## src/design/rc5tx_pkg.sv

```systemverilog
package rc5tx_pkg;

  localparam int PAYLOAD_W   = 32;
  localparam int BIT_COUNT_W = 6;
  localparam int HALF_W      = 16;
  localparam int CARRIER_W   = 10;
  localparam int CFG_IDX_W   = 2;
  localparam int CFG_DATA_W  = 16;

  localparam int MAX_BITS_DEF = 32;

  // Configuration register indexes.
  localparam logic [CFG_IDX_W-1:0] REG_HALF_BIT_TICKS = 2'd0;
  localparam logic [CFG_IDX_W-1:0] REG_CARRIER_PERIOD = 2'd1;
  localparam logic [CFG_IDX_W-1:0] REG_CARRIER_HIGH   = 2'd2;

  // Register values after reset: 889 us half bits and a 36 kHz carrier at
  // one third duty, for a 16 MHz clock.
  localparam logic [HALF_W-1:0]    HALF_BIT_TICKS_RST = 16'd14224;
  localparam logic [CARRIER_W-1:0] CARRIER_PERIOD_RST = 10'd444;
  localparam logic [CARRIER_W-1:0] CARRIER_HIGH_RST   = 10'd148;

  typedef struct packed {
    logic                   req_type;
    logic [PAYLOAD_W-1:0]   payload;
    logic [BIT_COUNT_W-1:0] bit_count;
    logic                   extended;
  } in_t;

  typedef struct packed {
    logic ir_out;
    logic envelope;
    logic busy_res;
    logic accepted;
    logic frame_done;
  } out_t;

  typedef struct packed {
    logic [HALF_W-1:0]    half_bit_ticks;
    logic [CARRIER_W-1:0] carrier_period;
    logic [CARRIER_W-1:0] carrier_high;
  } cfg_t;

endpackage

```

## src/design/rc5tx_core.sv

```systemverilog
module rc5tx_core
  import rc5tx_pkg::*;
#(
  parameter int MAX_BITS = MAX_BITS_DEF
) (
  input  logic clk,
  input  logic rst_n,
  input  logic step,
  input  in_t  item,
  input  cfg_t cfg,
  output out_t result
);

  localparam int HW = $clog2(2 * MAX_BITS + 3);
  localparam logic [BIT_COUNT_W-1:0] MAX_N = BIT_COUNT_W'(MAX_BITS);

  logic                 sending_r, sending_nxt;
  logic [MAX_BITS-1:0]  bit_shift_r, bit_shift_nxt;
  logic [HW-1:0]        halves_left_r, halves_left_nxt;
  logic [HALF_W-1:0]    half_timer_r, half_timer_nxt;
  logic [CARRIER_W-1:0] carrier_count_r, carrier_count_nxt;
  logic                 mark_level_r, mark_level_nxt;
  logic                 start_pend_r, start_pend_nxt;
  logic                 start_ext_r, start_ext_nxt;

  logic                 load;
  logic [BIT_COUNT_W-1:0] n_sat;
  logic [HALF_W:0]      timer_inc;
  logic [CARRIER_W:0]   carrier_inc;
  logic [HW-1:0]        halves_dec;
  logic                 bit_val;
  logic                 done;

  always_comb begin
    load  = item.req_type && !sending_r;
    n_sat = (item.bit_count > MAX_N) ? MAX_N : item.bit_count;

    sending_nxt     = sending_r;
    bit_shift_nxt   = bit_shift_r;
    halves_left_nxt = halves_left_r;
    half_timer_nxt  = half_timer_r;
    mark_level_nxt  = mark_level_r;
    start_pend_nxt  = start_pend_r;
    start_ext_nxt   = start_ext_r;
    done            = 1'b0;
    bit_val         = 1'b0;
    halves_dec      = '0;

    // A frame starts with its first mark half on the accepting tick.
    if (load) begin
      bit_shift_nxt   = item.payload[MAX_BITS-1:0] << (MAX_N - n_sat);
      halves_left_nxt = (HW'(n_sat) << 1) + HW'(2);
      half_timer_nxt  = '0;
      mark_level_nxt  = 1'b1;
      start_pend_nxt  = 1'b1;
      start_ext_nxt   = item.extended;
      sending_nxt     = 1'b1;
    end

    result.busy_res = sending_nxt;
    result.accepted = load;
    result.envelope = sending_nxt && mark_level_nxt;
    result.ir_out   = sending_nxt && mark_level_nxt && (carrier_count_r < cfg.carrier_high);

    timer_inc = {1'b0, half_timer_nxt} + (HALF_W + 1)'(1);
    if (sending_nxt) begin
      if (timer_inc >= {1'b0, cfg.half_bit_ticks}) begin
        half_timer_nxt = '0;
        if (halves_left_nxt == '0) begin
          sending_nxt    = 1'b0;
          mark_level_nxt = 1'b0;
          done           = 1'b1;
        end else begin
          halves_dec      = halves_left_nxt - HW'(1);
          halves_left_nxt = halves_dec;
          if (halves_dec[0]) begin
            // First half of a new bit: a one is space then mark.
            if (start_pend_nxt) begin
              bit_val        = !start_ext_nxt;
              start_pend_nxt = 1'b0;
            end else begin
              bit_val       = bit_shift_nxt[MAX_BITS-1];
              bit_shift_nxt = bit_shift_nxt << 1;
            end
            mark_level_nxt = !bit_val;
          end else begin
            mark_level_nxt = !mark_level_nxt;
          end
        end
      end else begin
        half_timer_nxt = timer_inc[HALF_W-1:0];
      end
    end
    result.frame_done = done;

    carrier_inc       = {1'b0, carrier_count_r} + (CARRIER_W + 1)'(1);
    carrier_count_nxt = (carrier_inc >= {1'b0, cfg.carrier_period}) ? '0
                                                                     : carrier_inc[CARRIER_W-1:0];
  end

  always_ff @(posedge clk) begin
    if (!rst_n) begin
      sending_r       <= 1'b0;
      bit_shift_r     <= '0;
      halves_left_r   <= '0;
      half_timer_r    <= '0;
      carrier_count_r <= '0;
      mark_level_r    <= 1'b0;
      start_pend_r    <= 1'b0;
      start_ext_r     <= 1'b0;
    end else if (step) begin
      sending_r       <= sending_nxt;
      bit_shift_r     <= bit_shift_nxt;
      halves_left_r   <= halves_left_nxt;
      half_timer_r    <= half_timer_nxt;
      carrier_count_r <= carrier_count_nxt;
      mark_level_r    <= mark_level_nxt;
      start_pend_r    <= start_pend_nxt;
      start_ext_r     <= start_ext_nxt;
    end
  end

endmodule

```

## src/design/rc5_ir_transmitter_top.sv

```systemverilog
// RC5 infrared transmitter with extended start bit and carrier modulation.
// Every request on the input channel is one clock tick of the transmitter:
// either a plain tick (req_type 0) or a send request carrying the payload,
// the bit count and the extended flag. Every request yields exactly one
// result on the output channel with the drive level, the envelope, the busy
// flag, whether a send request started a frame, and a frame-done strobe.
// A send request that arrives while a frame is still going out is dropped
// and shows accepted low with busy high.
// The result of an accepted request is registered: a request accepted at one edge
// has its result valid after that edge. Throughput is one request per cycle while the
// receiver does not stall, set by the single result register behind the next-state logic.
// When the receiver stalls, the result register holds its value and
// in_ready drops, so the timer state only advances on accepted requests.
// Synchronous reset returns the frame state to idle, clears the carrier
// counter, empties the result register and loads the default half-bit length,
// carrier period and carrier high time. Configuration writes take effect on
// the next request and should be made while the block is idle.
module rc5_ir_transmitter_top
  import rc5tx_pkg::*;
#(
  parameter int MAX_BITS = MAX_BITS_DEF
) (
  input  logic                  clk,
  input  logic                  rst_n,
  input  logic                  in_valid,
  output logic                  in_ready,
  input  in_t                   in_data,
  output logic                  out_valid,
  input  logic                  out_ready,
  output out_t                  out_data,
  input  logic                  cfg_wr_en,
  input  logic [CFG_IDX_W-1:0]  cfg_index,
  input  logic [CFG_DATA_W-1:0] cfg_wdata
);

  cfg_t cfg_r;
  logic out_valid_r, out_valid_nxt;
  out_t out_data_r;
  out_t result;
  logic accept;

  // The result register may be refilled in the same cycle it is drained.
  assign in_ready = !out_valid_r || out_ready;
  assign accept   = in_valid && in_ready;

  // Register file; writes to an unused index are ignored.
  always_ff @(posedge clk) begin
    if (!rst_n) begin
      cfg_r.half_bit_ticks <= HALF_BIT_TICKS_RST;
      cfg_r.carrier_period <= CARRIER_PERIOD_RST;
      cfg_r.carrier_high   <= CARRIER_HIGH_RST;
    end else if (cfg_wr_en) begin
      unique case (cfg_index)
        REG_HALF_BIT_TICKS: cfg_r.half_bit_ticks <= cfg_wdata[HALF_W-1:0];
        REG_CARRIER_PERIOD: cfg_r.carrier_period <= cfg_wdata[CARRIER_W-1:0];
        REG_CARRIER_HIGH:   cfg_r.carrier_high   <= cfg_wdata[CARRIER_W-1:0];
        default: ;
      endcase
    end
  end

  // Frame sequencer and carrier; it advances one tick per accepted request.
  rc5tx_core #(
    .MAX_BITS(MAX_BITS)
  ) u_core (
    .clk   (clk),
    .rst_n (rst_n),
    .step  (accept),
    .item  (in_data),
    .cfg   (cfg_r),
    .result(result)
  );

  always_comb begin
    if (accept) begin
      out_valid_nxt = 1'b1;
    end else if (out_ready) begin
      out_valid_nxt = 1'b0;
    end else begin
      out_valid_nxt = out_valid_r;
    end
  end

  always_ff @(posedge clk) begin
    if (!rst_n) begin
      out_valid_r <= 1'b0;
    end else begin
      out_valid_r <= out_valid_nxt;
    end
  end

  // Payload needs no reset; it is qualified by out_valid.
  always_ff @(posedge clk) begin
    if (accept) begin
      out_data_r <= result;
    end
  end

  assign out_valid = out_valid_r;
  assign out_data  = out_data_r;

endmodule

```

## config.mk

```make
export PLATFORM = sky130hd
export DESIGN_NAME = rc5_ir_transmitter_top
export DESIGN_NICKNAME = d
export VERILOG_FILES = /design/src/design/rc5tx_pkg.sv /design/src/design/rc5tx_core.sv /design/src/design/rc5_ir_transmitter_top.sv
export SDC_FILE = /design/constraint.sdc
export NUM_CORES = 1
export LEC_CHECK = 0
export ABC_AREA = 1
export BUFFER_PORTS_ARGS = -buffer_cell sky130_fd_sc_hd__buf_2
export CAP_MARGIN = 20
export CELL_PAD_IN_SITES_DETAIL_PLACEMENT = 2
export CELL_PAD_IN_SITES_GLOBAL_PLACEMENT = 2
export CORE_UTILIZATION = 36
export CTS_BUF_LIST = sky130_fd_sc_hd__clkbuf_8
export CTS_CLUSTER_DIAMETER = 50
export DETAILED_ROUTE_END_ITERATION = 7
export PLACE_DENSITY_LB_ADDON = 0.1
export SYNTH_ARGS = -nofsm -noshare
export SYNTH_HDL_FRONTEND = slang
export SYNTH_HIERARCHICAL = 1
export SYNTH_SLANG_ARGS = --single-unit
export TNS_END_PERCENT = 100
```

## constraint.sdc

```tcl
create_clock -name clk -period 6.6 [get_ports clk]
set_input_delay 0.33 -clock clk [delete_from_list [all_inputs] [get_ports clk]]
set_output_delay 0.33 -clock clk [all_outputs]
set_load 0.01 [all_outputs]
```

==> flow_metrics.env <==
export IMPL_critPathKind="flip-flop to flip-flop"
export IMPL_fmax_ghz=0.222
export IMPL_synth_area_top_cells="dfxtp_1 24%, nand2_1 22%, nand3_1 10%, inv_1 7.5%, a21oi_1 5.8%"
export IMPL_cts_path_max_buffers=2
export IMPL_grt_antenna_before_repair=0
export IMPL_multi_input_area_mm2=0.00549
export IMPL_crit_required_ns=6.89
export IMPL_final_core_util_pct=39.2
export IMPL_drive_above_1_share_pct=8.47
export IMPL_crit_path_max_incr_delay_ns=0.78
export IMPL_crit_family="simple AND/OR/NAND/NOR gates"
export IMPL_ctsHtreeMaxLevel=3
export IMPL_antenna_cells=0
export IMPL_finClkSkew_ns=0.0317
export IMPL_min_delay_worst_endpoint="cfg_r[33]"
export IMPL_slew_viol_final=0
export IMPL_timing_hold_ws_ns=0.168
export IMPL_overflow=0
export IMPL_clockRootBuffer="clkbuf_8"
export IMPL_internal_power_mw=1.04
export IMPL_num_nets_final=1621
export IMPL_postSynthCellCount=1505
export IMPL_p_switching_mw=0.713
export IMPL_dr_first_iter_drc_count=358
export IMPL_synth_seq_area_share_pct=25.6
export IMPL_grt_pass1_vias=10300
export IMPL_pwr_share_comb_pct=32.0
export IMPL_syn_to_final_growth_pct=7.16
export IMPL_layoutNonFillerInstCount=1847
export IMPL_wire_per_inst_um=16.6
export IMPL_core_area_mm2=0.0242
export IMPL_rsz0062_at_grt="no"
export IMPL_critPathLaunchType="flip-flop"
export IMPL_yosysWarnings=6
export IMPL_ctsHoldBuffers=0
export IMPL_cp_num_buf_inv=3
export IMPL_cts_num_sinks=111
export IMPL_routabilityCongestion=0.824
export IMPL_grt_pass1_wl_mm=50.9
export IMPL_synth_avg_cell_area_um2=5.89
export IMPL_cts_resized=0
export IMPL_min_delay_start="cfg_wdata[13]"
export IMPL_synth_top_area_share_pct=23.9
export IMPL_synthArstFlopShare_pct=0
export IMPL_status="complete, no violations"
export IMPL_die_area_mm2=0.0253
export IMPL_leakage_nw=4.78
export IMPL_synth_largest_area_cell="dfxtp_1"
export IMPL_finalHoldViolations=0
export IMPL_syn_area_mm2=0.00886
export IMPL_cts_buffers=9
export IMPL_fillers=3138
export IMPL_fin_crit_ns=4.51
export IMPL_grt_total_usage_pct=24.7
export IMPL_hp_class="input pin to flip-flop"
export IMPL_die_h_um=159
export IMPL_start_util_pct=36.6
export IMPL_p_clk_share_pct=25.9
export IMPL_grt_max_degree=52
export IMPL_ys_ff_latch=111
export IMPL_ys_flop_type="dfxtp_1"
export IMPL_cp_end_kind="flip-flop"
export IMPL_rr_startpoint="u_core/sending_r"
export IMPL_clkTransAtPathRegs_ns=0.13
export IMPL_finalSetupTns_ns=0
export IMPL_cpMaxStageDelayCell="nand4_2"
export IMPL_tightest_slew_ns=1.01
export IMPL_fp_dieW_um=159
export IMPL_portBuffers=69
export IMPL_wl_mm=30.7
export IMPL_synth_edf_count=5
export IMPL_finalCritPeriodShare_pct=68.3
export IMPL_min_path_cells=3
export IMPL_synth_most_common_cell="nand2_1"
export IMPL_setup_viol=0
export IMPL_postCtsSetupRepairBufs=0
export IMPL_crit_top_cell="nor2_1"
export IMPL_dp_cells=1830
export IMPL_drt_first_pass_iters=4
export IMPL_crit_arrival_ns=4.80
export IMPL_r2r_slack_ns=2.09
export IMPL_p_seq_share_pct=42.0
export IMPL_postRouteAntennaNets=0
export IMPL_num_io_pins=70
export IMPL_synthTopCellsByCount="511 x nand2_1, 178 x nand3_1, 176 x inv_1, 126 x nor2_1, 106 x dfxtp_1"
export IMPL_vias=9567
export IMPL_cts_tree="done"
export IMPL_power_density_mw_per_mm2=184
export IMPL_r2r_end="u_core/bit_shift_r[30]"
export IMPL_swShare_pct=40.7
export IMPL_relSlewSlack_pct=32.4
export IMPL_ir_drop_uv=124
export IMPL_dp_hpwl_mm=23.3
export IMPL_drv_cap=0
export IMPL_crit_fanout=45
export IMPL_synth_distinct_cells=45
export IMPL_std_cell_rows=57
export IMPL_via_per_inst=5.18
export IMPL_reg2reg_depth=20
export IMPL_seq_area_mm2=0.00227
export IMPL_clk_latency_ns=0.41
export IMPL_syn_num_nets=1608
export IMPL_path_cells="inv_2 -> nand2_4 -> nand2_1 -> nor2_1 -> inv_1 -> nor4_1 -> nand3_1 -> xor2_1 -> inv_1 -> ha_1 -> nand2_1 -> nor2_1 -> nand4_1 -> o21a_1 -> nand3_2 -> nand4_2 -> nor2_1 -> nor2_1 -> nor2_1 -> nor2_1"
export IMPL_drc=0
==> placed cells by master (no fill, tap or decap), drive strengths merged, types with 2 or more instances in the layout <==
master / synthesis / routed
nand2: 516 / 516
nand3: 185 / 185
inv: 181 / 184
nor2: 135 / 135
dfxtp: 106 / 106
a21oi: 103 / 103
buf: 45 / 79
o21ai: 71 / 71
ha: 40 / 40
nand4: 22 / 22
xor2: 19 / 19
clkbuf: 32 / 9
nor3: 7 / 7
o211ai: 7 / 7
nand3b: 6 / 6
clkinv: 2 / 6
edfxtp: 5 / 5
or2: 4 / 4
a211oi: 4 / 4
nor4: 3 / 3
xnor2: 2 / 2
o21a: 2 / 2
a22oi: 2 / 2
==> layout make-up <==
cell class	instances	area share (%)
multi-input cells	1134	57.8
flip-flops and latches	111	23.9
inverters	183	7.23
repair buffers	79	4.47
well taps	324	4.27
clock buffers	9	1.30
clock inverters	7	0.988
==> flip-flops by register name (all words and copies together) (netlist names) <==
signal                  count
out_valid                   1
u_core/bit_shift_r         32
u_core/halves_left_r        7
u_core/sending_r            1
u_core/start_pend_r         1
u_core/half_timer_r        16
out_data                    5
u_core/mark_level_r         1
u_core/carrier_count_r     10
cfg_r                      36
u_core/start_ext_r          1
==> power groups by stage <==
stage | logic [mW] | registers (mW) | clock network [mW]
6_report | 0.561 | 0.737 | 0.455
5_1_grt | 0.638 | 0.742 | 0.495
4_1_cts | 0.568 | 0.737 | 0.477
3_5_place_dp | 0.564 | 0.752 | 0
3_3_place_gp | 0.543 | 0.750 | 0
2_1_floorplan | 0.402 | 0.746 | 0
==> worst register-to-register path, cell delays in order, from the launching register on <==
cell	delay, ns
dfxtp_1	0.40
inv_2	0.08
nand2_4	0.41
nand2_1	0.20
nor2_1	0.17
inv_1	0.08
nor4_1	0.34
nand3_1	0.14
xor2_1	0.17
inv_1	0.07
ha_1	0.27
nand2_1	0.06
nor2_1	0.17
nand4_1	0.12
o21a_1	0.19
nand3_2	0.16
nand4_2	0.79
nor2_1	0.34
nor2_1	0.08
nor2_1	0.10
nor2_1	0.04
==> stage by stage <==
stage | setup WS [ns] | total power [mW] | instance area [µm²]
final | 2.09 | 1.75 | 9500
after global routing | 1.65 | 1.87 | 9500
after CTS | 2.03 | 1.78 | 9490
after detailed placement | 2.08 | 1.32 | 9270
after global placement | 2.28 | 1.29 | 9270
after floorplan | 3.24 | 1.15 | 8860
==> cells by family (layout without fill, tap and decap cells) <==
family          count (synthesis)  in the layout  synth area share [%]
mux                             1              1                 0.113
flops                         111            111                  25.6
fa+ha+maj                      40             40                  5.65
simple gates                  880            880                  42.5
compound gates                192            192                  11.4
buf+inv                       260            278                  12.5
xor+xnor                       21             21                  2.16
==> metal layers <==
layer	track usage, %	routed length (µm)
met5	0	0
met2	48.8	16400
met3	2.74	484
met1	27.6	13100
met4	6.82	657
==> worst max-delay path by stage <==
stage	from	endpoint	depth (start not counted)
2_1_floorplan	in_data[39]	u_core/bit_shift_r[28]	23
3_3_place_gp	in_data[39]	u_core/bit_shift_r[30]	20
3_5_place_dp	in_data[39]	u_core/bit_shift_r[30]	20
4_1_cts	u_core/sending_r	u_core/bit_shift_r[22]	19
5_1_grt	u_core/sending_r	u_core/bit_shift_r[26]	19
6_report	u_core/sending_r	u_core/bit_shift_r[30]	20
Note: power is estimated with default switching activity, not from simulation.
